===== config.mk =====
export PLATFORM = sky130hd
export DESIGN_NAME = http_response_header_scanner
export DESIGN_NICKNAME = d
export VERILOG_FILES = /design/src/rtl/core/hrs_pkg.sv /design/src/rtl/core/hrs_match.sv /design/src/rtl/core/hrs_len.sv /design/src/rtl/core/http_response_header_scanner.sv
export SDC_FILE = /design/constraint.sdc
export NUM_CORES = 1
export LEC_CHECK = 0
export ABC_AREA = 1
export BUFFER_PORTS_ARGS = -buffer_cell sky130_fd_sc_hd__buf_4
export CAP_MARGIN = 20
export CORE_UTILIZATION = 50
export DETAILED_ROUTE_END_ITERATION = 10
export HOLD_SLACK_MARGIN = 0.02
export PLACE_DENSITY_LB_ADDON = 0.1
export SYNTH_ARGS = -nofsm -noshare
export SYNTH_HDL_FRONTEND = slang
export SYNTH_SLANG_ARGS = --single-unit

===== constraint.sdc =====
create_clock -name i_clk -period 4.4 [get_ports i_clk]
set_input_delay 0.88 -clock i_clk [delete_from_list [all_inputs] [get_ports i_clk]]
set_output_delay 0.88 -clock i_clk [all_outputs]
set_load 0.005 [all_outputs]

===== src/rtl/core/hrs_pkg.sv =====
// Shared types and constants of the HTTP response header scanner.
// No dependencies; every module of the scanner imports this package.
package hrs_pkg;

    localparam int unsigned LENGTH_WIDTH_DEF = 32;
    localparam int unsigned OUT_LEN_W        = 32;

    localparam logic [7:0] CH_LF    = 8'h0a;
    localparam logic [7:0] CH_CR    = 8'h0d;
    localparam logic [7:0] CH_SPACE = 8'h20;
    localparam logic [7:0] CH_TAB   = 8'h09;
    localparam logic [7:0] CH_PLUS  = 8'h2b;
    localparam logic [7:0] CH_MINUS = 8'h2d;
    localparam logic [7:0] CH_ZERO  = 8'h30;
    localparam logic [7:0] CH_NINE  = 8'h39;

    localparam int unsigned LEN_200 = 15;
    localparam int unsigned LEN_201 = 20;
    localparam int unsigned LEN_404 = 29;
    localparam int unsigned LEN_CL  = 15;
    localparam int unsigned LEN_TE  = 18;
    localparam int unsigned LEN_CH  = 7;

    localparam logic [8*LEN_200-1:0] PAT_200 = "HTTP/1.1 200 OK";
    localparam logic [8*LEN_201-1:0] PAT_201 = "HTTP/1.1 201 Created";
    localparam logic [8*LEN_404-1:0] PAT_404 = "HTTP/1.1 404 Object Not Found";
    localparam logic [8*LEN_CL-1:0]  PAT_CL  = "Content-Length:";
    localparam logic [8*LEN_TE-1:0]  PAT_TE  = "Transfer-Encoding:";
    localparam logic [8*LEN_CH-1:0]  PAT_CH  = "chunked";

    typedef enum logic [1:0] {
        PH_SEARCH,
        PH_SKIP,
        PH_DIGITS,
        PH_DONE
    } t_len_phase;

    // Per-request step control shared by the matchers and the length parser.
    typedef struct packed {
        logic en;        // a request is processed this cycle
        logic restart;   // treat the stored state as reset first
        logic line_end;  // CR closes the current line
        logic byte_en;   // byte enters the line text
    } t_step;

endpackage


===== src/rtl/core/hrs_match.sv =====
// Streaming shift-and substring matcher for one constant pattern.
// Depends on hrs_pkg for the step control struct.
module hrs_match #(
    parameter int unsigned          PAT_LEN  = 2,
    parameter logic [8*PAT_LEN-1:0] PAT_TEXT = "ab"
) (
    input  logic          i_clk,
    input  logic          i_rst_n,
    input  hrs_pkg::t_step i_step,
    input  logic [7:0]    i_byte,
    output logic          o_hit
);
    import hrs_pkg::*;

    logic [PAT_LEN-1:0] r_prog;
    logic [PAT_LEN-1:0] n_prog;
    logic [PAT_LEN-1:0] w_cur;
    logic [PAT_LEN-1:0] w_mask;
    logic [PAT_LEN-1:0] w_shift;

    // Bit k of the mask: pattern character k equals the byte.
    always_comb begin
        for (int k = 0; k < PAT_LEN; k++) begin
            w_mask[k] = (PAT_TEXT[8*(PAT_LEN-1-k) +: 8] == i_byte);
        end
    end

    assign w_cur   = i_step.restart ? '0 : r_prog;
    assign w_shift = {w_cur[PAT_LEN-2:0], 1'b1} & w_mask;
    assign o_hit   = i_step.byte_en & w_shift[PAT_LEN-1];

    always_comb begin
        if (i_step.line_end) begin
            n_prog = '0;
        end else if (i_step.byte_en) begin
            n_prog = w_shift;
        end else begin
            n_prog = w_cur;
        end
    end

    always_ff @(posedge i_clk) begin
        if (!i_rst_n) begin
            r_prog <= '0;
        end else if (i_step.en) begin
            r_prog <= n_prog;
        end
    end

endmodule


===== src/rtl/core/hrs_len.sv =====
// Content-Length value parser: skip blanks, then accumulate decimal digits
// with saturation. Depends on hrs_pkg for constants, phase enum and step struct.
module hrs_len #(
    parameter int unsigned LENGTH_WIDTH = hrs_pkg::LENGTH_WIDTH_DEF
) (
    input  logic                    i_clk,
    input  logic                    i_rst_n,
    input  hrs_pkg::t_step          i_step,
    input  logic [7:0]              i_byte,
    input  logic                    i_cl_start,
    output logic [LENGTH_WIDTH-1:0] o_acc,
    output logic                    o_ovf
);
    import hrs_pkg::*;

    t_len_phase              r_phase, n_phase;
    logic [LENGTH_WIDTH-1:0] r_acc, n_acc;
    logic                    r_ovf, n_ovf;

    t_len_phase              w_cur_phase, w_phase_a;
    logic [LENGTH_WIDTH-1:0] w_cur_acc, w_acc_b;
    logic                    w_cur_ovf, w_ovf_b;
    logic                    w_digit;
    logic                    w_blank;
    logic                    w_sign;
    logic [LENGTH_WIDTH+3:0] w_ext;
    logic [LENGTH_WIDTH+3:0] w_prod;

    assign w_cur_phase = i_step.restart ? PH_SEARCH : r_phase;
    assign w_cur_acc   = i_step.restart ? '0 : r_acc;
    assign w_cur_ovf   = i_step.restart ? 1'b0 : r_ovf;

    assign w_digit = (i_byte >= CH_ZERO) && (i_byte <= CH_NINE);
    assign w_blank = (i_byte == CH_SPACE) || (i_byte == CH_TAB);
    assign w_sign  = (i_byte == CH_PLUS) || (i_byte == CH_MINUS);

    // acc * 10 + digit, four guard bits catch overflow
    assign w_ext  = {4'b0000, w_cur_acc};
    assign w_prod = (w_ext << 3) + (w_ext << 1) + (LENGTH_WIDTH+4)'(i_byte[3:0]);

    always_comb begin
        w_phase_a = w_cur_phase;
        unique case (w_cur_phase)
            PH_SKIP: begin
                if (w_blank) begin
                    w_phase_a = PH_SKIP;
                end else if (w_digit) begin
                    w_phase_a = PH_DIGITS;
                end else begin
                    w_phase_a = PH_DONE;
                end
            end
            PH_DIGITS: begin
                if (!w_digit) begin
                    w_phase_a = PH_DONE;
                end
            end
            PH_SEARCH, PH_DONE: begin
                w_phase_a = w_cur_phase;
            end
        endcase
    end

    always_comb begin
        w_acc_b = w_cur_acc;
        w_ovf_b = w_cur_ovf;
        // a sign in place of the first digit forces zero
        if (w_cur_phase == PH_SKIP && w_sign) begin
            w_acc_b = '0;
        end
        if (w_phase_a == PH_DIGITS) begin
            if (|w_prod[LENGTH_WIDTH+3:LENGTH_WIDTH]) begin
                w_acc_b = '1;
                w_ovf_b = 1'b1;
            end else begin
                w_acc_b = w_prod[LENGTH_WIDTH-1:0];
            end
        end
    end

    always_comb begin
        if (i_step.line_end) begin
            n_phase = PH_SEARCH;
            n_acc   = '0;
            n_ovf   = 1'b0;
        end else if (i_step.byte_en && i_cl_start) begin
            n_phase = PH_SKIP;
            n_acc   = '0;
            n_ovf   = 1'b0;
        end else if (i_step.byte_en) begin
            n_phase = w_phase_a;
            n_acc   = w_acc_b;
            n_ovf   = w_ovf_b;
        end else begin
            n_phase = w_cur_phase;
            n_acc   = w_cur_acc;
            n_ovf   = w_cur_ovf;
        end
    end

    always_ff @(posedge i_clk) begin
        if (!i_rst_n) begin
            r_phase <= PH_SEARCH;
            r_acc   <= '0;
            r_ovf   <= 1'b0;
        end else if (i_step.en) begin
            r_phase <= n_phase;
            r_acc   <= n_acc;
            r_ovf   <= n_ovf;
        end
    end

    assign o_acc = r_acc;
    assign o_ovf = r_ovf;

endmodule


===== src/rtl/core/http_response_header_scanner.sv =====
// Top level of the HTTP response header scanner: input register, CR/LF framing,
// line and sticky flags. Depends on hrs_pkg, hrs_match and hrs_len.
//
//  Channel  Handshake           Payload
//  -------  ------------------  ------------------------------------------------
//  in       i_valid / o_ready   i_data_byte[7:0], i_restart
//  out      o_valid / i_ready   o_header_done, o_status_ok, o_status_not_found,
//                               o_is_chunked, o_has_length,
//                               o_content_length[31:0], o_length_saturated
//
// One byte per cycle sustained while the result channel is not stalled. A request
// accepted into the input register is run through the framing, matcher and digit
// logic into the state registers, which also serve as the result register, once
// the result slot is free or being drained; its result is then offered on the
// output channel.
// Reset (i_rst_n low at a clock edge) empties both stages and clears all flags.
// A stalled result holds the state; the input register still takes one more
// request while the result waits, so o_ready falls only when both stages are full.
module http_response_header_scanner #(
    parameter int unsigned LENGTH_WIDTH = hrs_pkg::LENGTH_WIDTH_DEF
) (
    input  logic                          i_clk,
    input  logic                          i_rst_n,
    input  logic                          i_valid,
    output logic                          o_ready,
    input  logic [7:0]                    i_data_byte,
    input  logic                          i_restart,
    output logic                          o_valid,
    input  logic                          i_ready,
    output logic                          o_header_done,
    output logic                          o_status_ok,
    output logic                          o_status_not_found,
    output logic                          o_is_chunked,
    output logic                          o_has_length,
    output logic [hrs_pkg::OUT_LEN_W-1:0] o_content_length,
    output logic                          o_length_saturated
);
    import hrs_pkg::*;

    // ---------------------------------------------------------------- input stage
    logic       r_in_valid;
    logic [7:0] r_in_byte;
    logic       r_in_restart;
    logic       r_out_valid;
    logic       w_proc;

    // Process the held request when the result slot is free or being drained.
    assign w_proc  = r_in_valid && (!r_out_valid || i_ready);
    assign o_ready = !r_in_valid || w_proc;
    assign o_valid = r_out_valid;

    always_ff @(posedge i_clk) begin
        if (!i_rst_n) begin
            r_in_valid  <= 1'b0;
            r_out_valid <= 1'b0;
        end else begin
            if (o_ready) begin
                r_in_valid <= i_valid;
            end
            if (w_proc) begin
                r_out_valid <= 1'b1;
            end else if (i_ready) begin
                r_out_valid <= 1'b0;
            end
        end
    end

    // payload needs no reset
    always_ff @(posedge i_clk) begin
        if (o_ready) begin
            r_in_byte    <= i_data_byte;
            r_in_restart <= i_restart;
        end
    end

    // ---------------------------------------------------------------- framing
    logic r_cr_pend, n_cr_pend;
    logic r_first, n_first;
    logic r_hdr_done, n_hdr_done;
    logic w_cr_cur, w_first_cur, w_hdr_cur;
    logic w_is_lf, w_is_cr;
    t_step w_step;

    assign w_cr_cur    = r_in_restart ? 1'b0 : r_cr_pend;
    assign w_first_cur = r_in_restart ? 1'b0 : r_first;
    assign w_hdr_cur   = r_in_restart ? 1'b0 : r_hdr_done;
    assign w_is_lf     = (r_in_byte == CH_LF);
    assign w_is_cr     = (r_in_byte == CH_CR);

    // Order matters: CR LF CR LF ends the header, CR LF and the CR after it
    // stay out of the line text, anything else is either a line end or text.
    always_comb begin
        n_cr_pend        = w_cr_cur;
        n_first          = w_first_cur;
        n_hdr_done       = w_hdr_cur;
        w_step.en        = w_proc;
        w_step.restart   = r_in_restart;
        w_step.line_end  = 1'b0;
        w_step.byte_en   = 1'b0;
        priority if (w_hdr_cur) begin
            // ignore bytes after the header
        end else if (w_is_lf && w_cr_cur && w_first_cur) begin
            n_hdr_done = 1'b1;
        end else if (w_is_lf && w_cr_cur) begin
            n_cr_pend = 1'b0;
            n_first   = 1'b1;
        end else if (w_is_cr && w_first_cur) begin
            n_cr_pend = 1'b1;
        end else begin
            n_first         = 1'b0;
            n_cr_pend       = w_is_cr;
            w_step.line_end = w_is_cr;
            w_step.byte_en  = !w_is_cr;
        end
    end

    // ---------------------------------------------------------------- matchers
    logic w_hit_200, w_hit_201, w_hit_404, w_hit_cl, w_hit_te, w_hit_ch;

    hrs_match #(.PAT_LEN(LEN_200), .PAT_TEXT(PAT_200)) u_m200 (
        .i_clk(i_clk), .i_rst_n(i_rst_n), .i_step(w_step), .i_byte(r_in_byte),
        .o_hit(w_hit_200)
    );
    hrs_match #(.PAT_LEN(LEN_201), .PAT_TEXT(PAT_201)) u_m201 (
        .i_clk(i_clk), .i_rst_n(i_rst_n), .i_step(w_step), .i_byte(r_in_byte),
        .o_hit(w_hit_201)
    );
    hrs_match #(.PAT_LEN(LEN_404), .PAT_TEXT(PAT_404)) u_m404 (
        .i_clk(i_clk), .i_rst_n(i_rst_n), .i_step(w_step), .i_byte(r_in_byte),
        .o_hit(w_hit_404)
    );
    hrs_match #(.PAT_LEN(LEN_CL), .PAT_TEXT(PAT_CL)) u_mcl (
        .i_clk(i_clk), .i_rst_n(i_rst_n), .i_step(w_step), .i_byte(r_in_byte),
        .o_hit(w_hit_cl)
    );
    hrs_match #(.PAT_LEN(LEN_TE), .PAT_TEXT(PAT_TE)) u_mte (
        .i_clk(i_clk), .i_rst_n(i_rst_n), .i_step(w_step), .i_byte(r_in_byte),
        .o_hit(w_hit_te)
    );
    hrs_match #(.PAT_LEN(LEN_CH), .PAT_TEXT(PAT_CH)) u_mch (
        .i_clk(i_clk), .i_rst_n(i_rst_n), .i_step(w_step), .i_byte(r_in_byte),
        .o_hit(w_hit_ch)
    );

    // ---------------------------------------------------------------- line flags
    logic r_lf_ok, r_lf_nf, r_lf_cl, r_lf_te, r_lf_ch;
    logic n_lf_ok, n_lf_nf, n_lf_cl, n_lf_te, n_lf_ch;
    logic w_lf_ok, w_lf_nf, w_lf_cl, w_lf_te, w_lf_ch;
    logic w_cl_start;

    assign w_lf_ok = r_in_restart ? 1'b0 : r_lf_ok;
    assign w_lf_nf = r_in_restart ? 1'b0 : r_lf_nf;
    assign w_lf_cl = r_in_restart ? 1'b0 : r_lf_cl;
    assign w_lf_te = r_in_restart ? 1'b0 : r_lf_te;
    assign w_lf_ch = r_in_restart ? 1'b0 : r_lf_ch;

    // Only the first Content-Length: of a line restarts the value parse.
    assign w_cl_start = w_hit_cl && !w_lf_cl;

    always_comb begin
        if (w_step.line_end) begin
            n_lf_ok = 1'b0;
            n_lf_nf = 1'b0;
            n_lf_cl = 1'b0;
            n_lf_te = 1'b0;
            n_lf_ch = 1'b0;
        end else if (w_step.byte_en) begin
            n_lf_ok = w_lf_ok | w_hit_200 | w_hit_201;
            n_lf_nf = w_lf_nf | w_hit_404;
            n_lf_cl = w_lf_cl | w_hit_cl;
            n_lf_te = w_lf_te | w_hit_te;
            // chunked counts only after Transfer-Encoding: on an earlier byte
            n_lf_ch = w_lf_ch | (w_hit_ch & w_lf_te);
        end else begin
            n_lf_ok = w_lf_ok;
            n_lf_nf = w_lf_nf;
            n_lf_cl = w_lf_cl;
            n_lf_te = w_lf_te;
            n_lf_ch = w_lf_ch;
        end
    end

    // ---------------------------------------------------------------- length parse
    logic [LENGTH_WIDTH-1:0] w_acc;
    logic                    w_ovf;

    hrs_len #(.LENGTH_WIDTH(LENGTH_WIDTH)) u_len (
        .i_clk      (i_clk),
        .i_rst_n    (i_rst_n),
        .i_step     (w_step),
        .i_byte     (r_in_byte),
        .i_cl_start (w_cl_start),
        .o_acc      (w_acc),
        .o_ovf      (w_ovf)
    );

    // ---------------------------------------------------------------- sticky flags
    logic r_ok, r_nf, r_chunked, r_haslen, r_sat;
    logic n_ok, n_nf, n_chunked, n_haslen, n_sat;
    logic [LENGTH_WIDTH-1:0] r_len_value, n_len_value;
    logic w_ok, w_nf, w_chunked, w_haslen, w_sat;
    logic [LENGTH_WIDTH-1:0] w_len_value;

    assign w_ok        = r_in_restart ? 1'b0 : r_ok;
    assign w_nf        = r_in_restart ? 1'b0 : r_nf;
    assign w_chunked   = r_in_restart ? 1'b0 : r_chunked;
    assign w_haslen    = r_in_restart ? 1'b0 : r_haslen;
    assign w_sat       = r_in_restart ? 1'b0 : r_sat;
    assign w_len_value = r_in_restart ? '0 : r_len_value;

    // At a line end, take the length or chunked mark only while neither is known.
    always_comb begin
        n_ok        = w_ok;
        n_nf        = w_nf;
        n_chunked   = w_chunked;
        n_haslen    = w_haslen;
        n_sat       = w_sat;
        n_len_value = w_len_value;
        if (w_step.line_end) begin
            n_ok = w_ok | w_lf_ok;
            n_nf = w_nf | w_lf_nf;
            if (!(w_haslen || w_chunked)) begin
                if (w_lf_cl) begin
                    n_haslen    = 1'b1;
                    n_len_value = w_acc;
                    n_sat       = w_sat | w_ovf;
                end else if (w_lf_ch) begin
                    n_chunked = 1'b1;
                end
            end
        end
    end

    always_ff @(posedge i_clk) begin
        if (!i_rst_n) begin
            r_cr_pend   <= 1'b0;
            r_first     <= 1'b0;
            r_hdr_done  <= 1'b0;
            r_lf_ok     <= 1'b0;
            r_lf_nf     <= 1'b0;
            r_lf_cl     <= 1'b0;
            r_lf_te     <= 1'b0;
            r_lf_ch     <= 1'b0;
            r_ok        <= 1'b0;
            r_nf        <= 1'b0;
            r_chunked   <= 1'b0;
            r_haslen    <= 1'b0;
            r_sat       <= 1'b0;
            r_len_value <= '0;
        end else if (w_proc) begin
            r_cr_pend   <= n_cr_pend;
            r_first     <= n_first;
            r_hdr_done  <= n_hdr_done;
            r_lf_ok     <= n_lf_ok;
            r_lf_nf     <= n_lf_nf;
            r_lf_cl     <= n_lf_cl;
            r_lf_te     <= n_lf_te;
            r_lf_ch     <= n_lf_ch;
            r_ok        <= n_ok;
            r_nf        <= n_nf;
            r_chunked   <= n_chunked;
            r_haslen    <= n_haslen;
            r_sat       <= n_sat;
            r_len_value <= n_len_value;
        end
    end

    // ---------------------------------------------------------------- results
    // The state registers change only on a processed request, so they hold
    // steady while a result is stalled.
    assign o_header_done      = r_hdr_done;
    assign o_status_ok        = r_ok;
    assign o_status_not_found = r_nf;
    assign o_is_chunked       = r_chunked;
    assign o_has_length       = r_haslen;
    assign o_content_length   = OUT_LEN_W'(r_len_value);
    assign o_length_saturated = r_sat;

    // ---------------------------------------------------------------- assertions
    a_hdr_on_lf: assert property (@(posedge i_clk) disable iff (!i_rst_n)
        $rose(r_hdr_done) |-> ($past(r_in_byte) == CH_LF))
        else $error("header end flagged on a byte other than LF");

    a_sat_needs_len: assert property (@(posedge i_clk) disable iff (!i_rst_n)
        r_sat |-> r_haslen)
        else $error("saturation flag without a length");

    a_len_xor_chunked: assert property (@(posedge i_clk) disable iff (!i_rst_n)
        !(r_haslen && r_chunked))
        else $error("length and chunked both taken");

    a_len_zero: assert property (@(posedge i_clk) disable iff (!i_rst_n)
        !r_haslen |-> (r_len_value == '0))
        else $error("length value set without a length header");

endmodule


==> results of run 1 <==
-- critical path: stages (launching register included) --
cell and delay [ns]:
edfxtp_1 0.37, clkinv_2 0.21, nand2_1 0.17, inv_1 0.08, ha_1 0.27, ha_1 0.18
inv_1 0.08, fa_1 0.47, nor2_1 0.15, o21ai_0 0.09, nand2_1 0.12, nand2_1 0.06
nand2_1 0.16, nand2_1 0.10, nand3_1 0.08, nand2_1 0.08, nor2_4 0.31, nand2_1 0.27
o21ai_1 0.18, nand2_1 0.06, nand2_1 0.09, a21oi_1 0.05
-- through the flow --
step	cell area, µm²	worst slack [ns]	utilization (%)	std cells	hold slack (ns)
2_1_floorplan	13200	1.02	-	2132	0.445
3_3_place_gp	13600	0.696	52.5	2415	0.451
3_5_place_dp	13600	0.641	52.5	2415	0.455
4_1_cts	14200	0.628	54.7	2446	0.466
5_1_grt	14200	0.224	54.7	2446	0.480
6_report	14200	0.620	54.7	2446	0.465
-- cells in the final DEF, fill, tap and decap left out, types with 13 or more instances in the layout --
cell / netlist / routed
a31oi_1: 32 / 32
ha_1: 64 / 64
nand3_1: 103 / 103
nor2_1: 99 / 99
nand4_1: 74 / 74
clkbuf_16: 0 / 17
o211ai_1: 15 / 15
inv_1: 265 / 263
xor2_1: 13 / 13
o21ai_0: 139 / 139
o31ai_1: 48 / 48
nand2_1: 690 / 688
buf_4: 7 / 77
a21oi_1: 209 / 209
dfxtp_1: 180 / 180
-- logic make-up (layout without fill, tap and decap cells) --
kind of cell	count (synthesis)	after routing	synth area share, %
DFF	189	189	29.4
xor gates and xnor gates	13	13	0.866
and+or+nand+nor	1003	1003	32.1
AOI/OAI and AO/OA	458	458	19.1
buffers and inverters	404	383	12.3
adders and majority gates	65	65	6.24
-- flip-flops by register name, indices dropped and copies added, names as in the netlist, 2 cells and up --
register / count
o_content_length: 32
r_in_byte: 8
u_len.o_acc: 32
u_len.r_phase: 2
u_m200.r_prog: 14
u_m201.r_prog: 19
u_m404.r_prog: 28
u_mch.r_prog: 6
u_mcl.r_prog: 14
u_mte.r_prog: 17
-- routing by layer --
layer / vias to the layer above / track usage (%) / share of wire, %
li1: 6921 / - / -
met1: 6258 / 41.5 / 49
met2: 357 / 43.5 / 44
met3: 19 / 3.74 / 5.5
met4: 0 / 4.71 / 0.72
met5: - / 0 / 0
-- path summary, 6_finish.rpt --
check                                                   start                       endpoint  slack, ns  depth (start not counted)
worst min register to register  u_mcl.r_prog[13]$_SDFFE_PN0P_  u_mcl.r_prog[13]$_SDFFE_PN0P_       0.47                          2
worst min-delay path            u_mcl.r_prog[13]$_SDFFE_PN0P_  u_mcl.r_prog[13]$_SDFFE_PN0P_       0.47                          2
worst max register to register         r_in_restart$_DFFE_PP_    u_len.o_acc[2]$_SDFFE_PN0P_       0.62                         21
worst max-delay path                   r_in_restart$_DFFE_PP_    u_len.o_acc[2]$_SDFFE_PN0P_       0.62                         21
-- Yosys cell counts, types with 6 or more instances --
library cell	number	area share, %
dfxtp_1	180	27
buf_2	26	0.99
o31ai_1	48	2.7
a21oi_1	209	8.0
o211ai_1	15	0.86
buf_4	7	0.40
nor2_1	99	2.8
xor2_1	13	0.87
nand2_1	690	20
nand3_1	103	3.9
inv_2	9	0.26
o21ai_0	139	5.3
edfxtp_1	9	2.1
a31oi_1	32	1.5
inv_1	265	7.6
ha_1	64	6.1
buf_1	10	0.29
nor3_1	10	0.38
o21ai_1	6	0.23
nand4_1	74	3.5
clkbuf_1	82	2.3
-- power groups by stage --
stage               clock, mW  sequential [mW]  combinational (mW)
finish                   1.50             1.74               0.207
global route             1.60             1.74               0.227
CTS                      1.54             1.74               0.206
detailed placement          0             1.78               0.206
global placement            0             1.78               0.205
floorplan                   0             1.78               0.147
-- area by class of cell --
| class | count | area, µm² | share of cell area, % |
|---|---|---|---|
| inverters | 274 | 1040 | 7.32 |
| flip-flops and latches | 189 | 3870 | 27.4 |
| multi-input cells | 1539 | 7680 | 54.3 |
| clock buffers | 18 | 429 | 3.03 |
| well taps | 335 | 419 | 2.96 |
| repair buffers | 78 | 598 | 4.22 |
| clock inverters | 13 | 121 | 0.857 |
==> metrics.txt, run 1 <==
Hold Buf Count CTS 0; CP Class flip-flop to flip-flop; Post-synth top flop dfxtp_1; pin count of the biggest net entering global routing 116; Critical Path AT 4.07 ns; first-pass GRT wire length 61200 µm; Die H around 160 µm; H-tree lvl count 4; Synth async-reset ratio 0%; internal power 2.52 mW; Clock Path Buffers 2; share of cells above drive strength 1 between 6 and 7%; post-cts resize count 0; CP Max Fanout 15; MaxCap Viol Count 0; I/O Pins 53; crit end category flip-flop; Max Freq approximately 260 MHz; worst hold path class flip-flop to flip-flop; min cycle time layout between 3 and 4 ns; switching power total roughly 930 µW; overall power 3.45 mW; Via Count 13600; Avg WL per Cell 15.2 µm; Slew @ Worst Pin 1.05 ns; CTS tree built; Comb pwr share under 10%; GRT Resource Usage Total roughly 28%; unrepaired setup endpoints after global routing false; Sw Ratio between 20% and 30%; Root Driver clkbuf_16; post-synth cell types 43; Routed Antenna Nets 0; sequential share of the synthesized area 29.4%; GRT overflow 0; Finish-stage setup viols 0; EDFF count, synth 9; filler instances 2641; Pleak 6.03 nW; Initial Utilization 50.8%; DP Wirelength roughly 26000 µm; final setup TNS 0 ns; Mapped Avg Cell Area 6.17 µm²; CP startpoint kind flip-flop; clock network fraction of total power 43.6%; Worst VDD drop 0.366 mV; sequential share of power 50.4%; die width ~160 µm; clk_lat worst skew 0.45 ns; initial DRC count 1260; Via density 5.54; buffers inserted by post-CTS timing repair 0; nets@finish 2177; PwrDens roughly 240 nW/µm²; router iterations before antenna repair 5; row count 59; syn nets 2210; core area 25900 µm²; routability congestion estimate from global placement roughly 0.93; WL final 37200 µm; P&R area growth vs syn 7.66%; DRC errors left 0; clock sink count 189; final worst-path cycle share 85.9%; Slew Viols, Final 0; post-synthesis register bit count 189; total CTS buffers 17; Clk pin slew, worst setup/hold paths ~0.07 ns; Critical Path RT 4.69 ns; status finished clean; Synth warnings 0; slew margin rel. 29.7%; Syn Inst Count 2132; vias in the first global route 11900; Final Hold Fails 0; skew final 0.0236 ns; initial antenna violation count 0; Die ar. about 27000 µm²; Buffers on Ports 52; mapped cell area approximately 13000 µm²; Antenna Cells 0
(Power assumes the default switching activity.)
==> run 2: changes to the inputs <==
- ABC_AREA: 1 -> default
==> run 2 against run 1 <==
  * Core utilization increased by 1.9 points
  * Count of clock-buffer cells in the layout decreased by 1
  * Power about the same
  * Via count decreased by 25%
  * Critical path depth decreased by 8
  * Final area decreased by 16%
  * Highest routed layer unchanged
  * Critical endpoint is now u_len.o_acc[15]$_SDFFE_PN0P_
  * Global-route usage about the same
  * Clock skew decreased by 0.010 ns
==> metrics.txt, run 2 <==
Levels on crit path 13 (-38%); Critical Path AT 4.41 ns (+0.34 ns); nets@finish 1440 (-34%); routability congestion estimate from global placement 0.894 (-4.1%); Via Count 10100 (-25%); most common cell after layout, fill and taps aside a21oi_1; ranking of synthesized cells by area dfxtp_1 33%, a21oi_1 9.4%, ha_1 7.4%, nor2_1 6.9%, nand3_1 5.9%; Finish-stage setup viols 0 (unchanged); Max Freq 242 MHz (-8.5%); WL final 30400 µm (-18%); clock sink count 189 (unchanged); EDFF count, synth 9 (unchanged); M1 wire length 15400 µm (-16%); clk_lat worst skew 0.45 ns (about the same); DP Wirelength 20500 µm (-20%); final setup TNS 0 ns (unchanged); CP Max Fanout 10 (-5); Avg WL per Cell 18.4 µm (+21%); area leader, netlist dfxtp_1; syn nets 1445 (-35%); final worst-path cycle share 93.9% (+8.0 points); unrepaired setup endpoints after global routing false; Final Hold Fails 0 (unchanged); post-route insts no fill 1649 (-33%); Antenna Cells 0 (unchanged); top cells by count, synth 203 x a21oi_1, 198 x nor2_1, 180 x dfxtp_1; skew final 0.0136 ns (-0.00998 ns); Top Layer Used met4; Reg2Reg Setup Slack 0.27 ns (-0.35 ns); Syn Inst Count 1367 (-36%); first-pass GRT wire length 49500 µm (-19%); die width 149 µm (-9.2%); share of cells above drive strength 1 11.1% (+4.6 points); I/O Pins 53 (unchanged); PwrDens 289 nW/µm² (+19%); sequential share of the synthesized area 35.8% (+6.4 points); register area 3870 µm² (unchanged); pin count of the biggest net entering global routing 85 (-27%); worst-path cell chain nor2b_1, ha_1, ha_1, inv_1, fa_1, nor2b_4, o31a_4, o21ai_2, o41ai_4, a31o_1, o211ai_1, nor3_2, a211oi_1; met3 WL 1960 µm (-4.5%); vias in the first global route 9131 (-23%); Synth warnings 0 (unchanged); Hold EP r_lf_ch$_SDFFE_PN0P_; buffers inserted by post-CTS timing repair 0 (unchanged); min cycle time layout 4.13 ns (+0.351 ns); Root Driver clkbuf_16; CP startpoint kind flip-flop; Hold Buf Count CTS 0 (unchanged); CTS tree built; Buffers on Ports 52 (unchanged); Initial Utilization 51.3% (+0.53 points); Worst VDD drop 0.235 mV (-36%); critical hold path startpoint r_lf_ch$_SDFFE_PN0P_; Pleak 4.59 nW (-24%); count leader, synth a21oi_1; CP max stage cell nor3_2; Synth async-reset ratio 0% (unchanged); post-synthesis register bit count 189 (unchanged); Routed Antenna Nets 0 (unchanged); DRC errors left 0 (unchanged); total CTS buffers 17 (unchanged); CP max stage delay 0.80 ns (+0.33 ns); Finished Core Util 56.6% (+1.9 points); initial DRC count 812 (-36%); most frequent cells in the layout 203 x a21oi_1, 198 x nor2_1, 180 x dfxtp_1; overall power 3.45 mW (about the same); Placed Instances 1618 (-33%); Final WS setup 0.269 ns (-0.351 ns); GRT overflow 0 (unchanged); post-cts resize count 0 (unchanged); Setup WS pre-CTS 0.354 ns (-0.287 ns); cell mode on critical path ha_1; Die ar. 22200 µm² (-18%); worst hold path class flip-flop to flip-flop; Critical Path RT 4.68 ns (about the same); Die H 149 µm (-9.2%); worst path bufs/invs 1 (-2); FF-to-FF End u_len.o_acc[15]$_SDFFE_PN0P_; GRT Resource Usage Total 28.0% (-0.037 points); router iterations before antenna repair 6 (+1); core area 21100 µm² (-19%); Clock Path Buffers 2 (unchanged); H-tree lvl count 4 (unchanged); CP Class flip-flop to flip-flop; WHS Path Cells 2 (unchanged); crit end category flip-flop; mapped cell area 10800 µm² (-18%); Post-synth top flop dfxtp_1; Worst Reg2Reg Path Length in Cells 13 (-38%); Yosys top cell area share 33.3% (+5.9 points); Slew Viols, Final 0 (unchanged); status finished clean; MaxCap Viol Count 0 (unchanged); post-synth cell types 86 (+100%); initial antenna violation count 0 (unchanged); filler instances 2037 (-23%); Slew @ Worst Pin 1.01 ns (-0.0440 ns); Clk pin slew, worst setup/hold paths 0.08 ns (about the same); RR Startpoint r_in_restart$_DFFE_PP_; delay-heaviest family, CP compound AO/OA/AOI/OAI gates; wire length on met2 12700 µm (-23%); Via density 6.14 (+11%); row count 53 (-10%); Mapped Avg Cell Area 7.91 µm² (+28%); P&R area growth vs syn 10.3%; slew margin rel. 32.2% (+2.6 points); Multi-input gate area 6480 µm² (-16%)
==> run 2: cell families (layout without fill, tap and decap cells) <==
group                      count (synthesis)  in the layout  synth area share (%)
buffers and inverters                    119            126                  4.59
adders and majority gates                 65             65                  7.59
xor gates and xnor gates                  28             28                  2.27
AOI/OAI and AO/OA                        415            415                  24.4
and+or+nand+nor                          550            550                  25.2
muxes                                      1              1                 0.104
DFF                                      189            189                  35.8
==> run 2: how the worst max path moves through the flow <==
| stage | start | end | slack, ns |
|---|---|---|---|
| global route | r_in_restart$_DFFE_PP_ | u_len.o_acc[15]$_SDFFE_PN0P_ | 0.02 |
| global placement | r_in_restart$_DFFE_PP_ | u_len.o_acc[4]$_SDFFE_PN0P_ | 0.50 |
| floorplan | r_in_restart$_DFFE_PP_ | u_len.o_acc[0]$_SDFFE_PN0P_ | 0.03 |
| CTS | r_in_restart$_DFFE_PP_ | u_len.o_acc[15]$_SDFFE_PN0P_ | 0.34 |
| finish | r_in_restart$_DFFE_PP_ | u_len.o_acc[15]$_SDFFE_PN0P_ | 0.27 |
| detailed placement | r_in_restart$_DFFE_PP_ | u_len.o_acc[15]$_SDFFE_PN0P_ | 0.35 |
==> run 2: worst register-to-register path: stages (launching register included) <==
cell and delay (ns):
edfxtp_1 0.44, nor2b_1 0.33, ha_1 0.22, ha_1 0.19, inv_1 0.07, fa_1 0.49
nor2b_4 0.14, o31a_4 0.15, o21ai_2 0.10, o41ai_4 0.48, a31o_1 0.23, o211ai_1 0.15
nor3_2 0.80, a211oi_1 0.17
==> run 2: per-layer routing <==
layer / track usage (%) / vias up
met5: 0 / -
met4: 6.68 / 0
met3: 4.89 / 28
met2: 39.9 / 355
met1: 43.1 / 4791
li1: - / 4948
==> run 2: through the flow <==
step	hold WS (ns)	area (µm²)
global route	0.480	11900
floorplan	0.427	10800
global placement	0.440	11300
detailed placement	0.447	11400
CTS	0.459	11900
finish	0.461	11900
==> run 2: area by class of cell <==
cell class	count	area share, %
multi-input cells	1059	54.3
flip-flops and latches	189	32.5
repair buffers	74	4.93
clock buffers	17	3.56
well taps	275	2.88
clock inverters	14	1.24
inverters	21	0.681
==> run 2: power by group <==
part           leakage [nW]  internal [mW]  switching (mW)
combinational          2.77         0.0367           0.139
sequential             1.54           1.73         0.00775
clock                 0.277          0.756           0.785
total                  4.59           2.52           0.932
==> run 3: changes to the inputs <==
- CORE_UTILIZATION: 50 -> 60
- MAX_ROUTING_LAYER: default -> met4
==> run 3 against run 2 <==
  * Critical path depth grew 1
  * Die area shrank 16%
  * Worst setup slack gained 0.027 ns
  * Count of clock-buffer cells in the layout grew 1
  * Non-clock buffer count grew 2
  * Fmax grew 0.67%
  * Register-to-register slack gained 0.03 ns
  * Sequential share of layout area is essentially flat
  * Routed wire length shrank 3.1%
  * Final area is essentially flat
  * Critical path type unchanged
  * Largest power group unchanged
==> metrics.txt, run 3 (same netlist as run 2, synthesis figures left out) <==
post-cts resize count 0 (unchanged); routability congestion estimate from global placement 0.970 (+8.5%); MaxCap Viol Count 0 (unchanged); final setup TNS 0 ns (unchanged); Worst VDD drop 0.328 mV (+39%); initial DRC count 924 (+14%); Finished Core Util 68.3% (+12 points); WL final 29500 µm (-3.1%); Via density 6.41 (+4.5%); Reg2Reg Setup Slack 0.30 ns (+0.03 ns); filler instances 1488 (-27%); most frequent cells in the layout 203 x a21oi_1, 198 x nor2_1, 180 x dfxtp_1; Multi-input gate area 6480 µm² (unchanged); P&R area growth vs syn 10.4% (about the same); Clock Path Buffers 2 (unchanged); sequential share of power 49.2% (-1.1 points); critical hold path startpoint r_lf_ch$_SDFFE_PN0P_; overall power 3.53 mW (+2.4%); unrepaired setup endpoints after global routing false; switching power total 922 µW (-1.2%); Critical Path RT 4.74 ns (+0.06 ns); Antenna Cells 0 (unchanged); GRT Resource Usage Total 33.6% (+5.6 points); CP Max Fanout 20 (+10); Slew @ Worst Pin 1.02 ns (+0.0130 ns); share of cells above drive strength 1 11.3% (+0.19 points); RR Startpoint r_in_restart$_DFFE_PP_; Sw Ratio 26.1% (-0.93 points); status finished clean; Avg WL per Cell 18.4 µm (-0.21%); die width 136 µm (-8.6%); clock network fraction of total power 46.0% (+1.4 points); Routed Antenna Nets 0 (unchanged); register area 3870 µm² (unchanged); Worst Hold Slack 0.458 ns (-0.00243 ns); Pleak 4.62 nW (+0.69%); Die H 136 µm (-8.6%); total CTS buffers 17 (unchanged); Hold EP r_lf_ch$_SDFFE_PN0P_; Finish-stage setup viols 0 (unchanged); crit end category flip-flop; Max Freq 244 MHz (+0.67%); slew margin rel. 31.7% (-0.50 points); initial antenna violation count 0 (unchanged); buffers inserted by post-CTS timing repair 0 (unchanged); clock sink count 189 (unchanged); I/O Pins 53 (unchanged); WHS Path Cells 2 (unchanged); H-tree lvl count 4 (unchanged); most common cell after layout, fill and taps aside a21oi_1; core area 17500 µm² (-17%); Final Hold Fails 0 (unchanged); Via Count 10300 (+1.5%); min cycle time layout 4.10 ns (-0.0273 ns); Worst Reg2Reg Path Length in Cells 14 (+1); nets@finish 1442 (+0.14%); internal power 2.61 mW (+3.7%); FF-to-FF End u_len.o_acc[0]$_SDFFE_PN0P_; Critical Path AT 4.45 ns (+0.04 ns); Hold Buf Count CTS 0 (unchanged); router iterations before antenna repair 6 (unchanged); CTS tree built; clk_lat worst skew 0.45 ns (about the same); row count 48 (-9.4%); CP Class flip-flop to flip-flop; Comb pwr share 4.8% (-0.3 points); first-pass GRT wire length 48100 µm (-2.8%); vias in the first global route 9246 (+1.3%); final worst-path cycle share 93.3% (-0.62 points); CP startpoint kind flip-flop; Die ar. 18600 µm² (-16%); pin count of the biggest net entering global routing 92 (+8.2%); Slew Viols, Final 0 (unchanged); GRT overflow 0 (unchanged); PwrDens 296 nW/µm² (+2.3%); Buffers on Ports 52 (unchanged); DRC errors left 0 (unchanged); Root Driver clkbuf_16; Clk pin slew, worst setup/hold paths 0.07 ns (about the same); Initial Utilization 61.9% (+11 points); worst hold path class flip-flop to flip-flop; skew final 0.0107 ns (-0.00297 ns); DP Wirelength 19800 µm (-3.3%)
## run 3: final cells by class
cell class,count,share of cell area [%]
flip-flops and latches,189,32.4
clock buffers,18,3.77
repair buffers,76,5.05
well taps,225,2.36
clock inverters,14,1.46
inverters,21,0.681
multi-input cells,1059,54.2
## run 3: worst max path at each step
stage | start | endpoint | slack, ns | depth (start not counted)
5_1_grt | r_in_restart$_DFFE_PP_ | u_len.o_acc[0]$_SDFFE_PN0P_ | 0.08 | 13
6_report | r_in_restart$_DFFE_PP_ | u_len.o_acc[0]$_SDFFE_PN0P_ | 0.30 | 14
3_5_place_dp | r_in_restart$_DFFE_PP_ | u_len.o_acc[0]$_SDFFE_PN0P_ | 0.35 | 14
2_1_floorplan | r_in_restart$_DFFE_PP_ | u_len.o_acc[0]$_SDFFE_PN0P_ | 0.03 | 18
4_1_cts | r_in_restart$_DFFE_PP_ | u_len.o_acc[0]$_SDFFE_PN0P_ | 0.33 | 14
3_3_place_gp | r_in_restart$_DFFE_PP_ | u_len.o_acc[0]$_SDFFE_PN0P_ | 0.48 | 14
## run 3: critical path: stages, from the launching register on
cell	delay (ns)
edfxtp_1	0.59
nor2b_1	0.38
ha_1	0.22
ha_1	0.18
inv_1	0.07
fa_1	0.49
nor2b_4	0.15
o31a_4	0.15
o21ai_2	0.11
o41ai_4	0.49
a31o_1	0.23
nand2_1	0.05
or3_4	0.53
o21a_1	0.21
a21o_1	0.14
## run 3: per-layer routing
layer / part of all wire [%] / track usage [%] / up-vias / wire, µm
met2: 43 / 47.2 / 405 / 12500
met1: 49 / 49.3 / 4880 / 14300
met4: 1.2 / 8.40 / 0 / 345
li1: - / - / 4958 / -
met3: 7.7 / 5.89 / 30 / 2250
met5: 0 / - / - / 0
## run 3: power groups by stage
| stage | clock network, mW | registers (mW) | logic, mW |
|---|---|---|---|
| floorplan | 0 | 1.77 | 0.113 |
| global placement | 0 | 1.78 | 0.163 |
| detailed placement | 0 | 1.78 | 0.162 |
| CTS | 1.63 | 1.74 | 0.163 |
| global route | 1.69 | 1.74 | 0.181 |
| finish | 1.63 | 1.74 | 0.168 |
## run 3: metrics by stage
| step | worst slack (ns) | area, µm² | instances |
|---|---|---|---|
| 2_1_floorplan | 0.0295 | 10800 | 1367 |
| 3_3_place_gp | 0.481 | 11300 | 1569 |
| 3_5_place_dp | 0.350 | 11300 | 1569 |
| 4_1_cts | 0.332 | 11900 | 1601 |
| 5_1_grt | 0.0764 | 11900 | 1602 |
| 6_report | 0.296 | 11900 | 1602 |
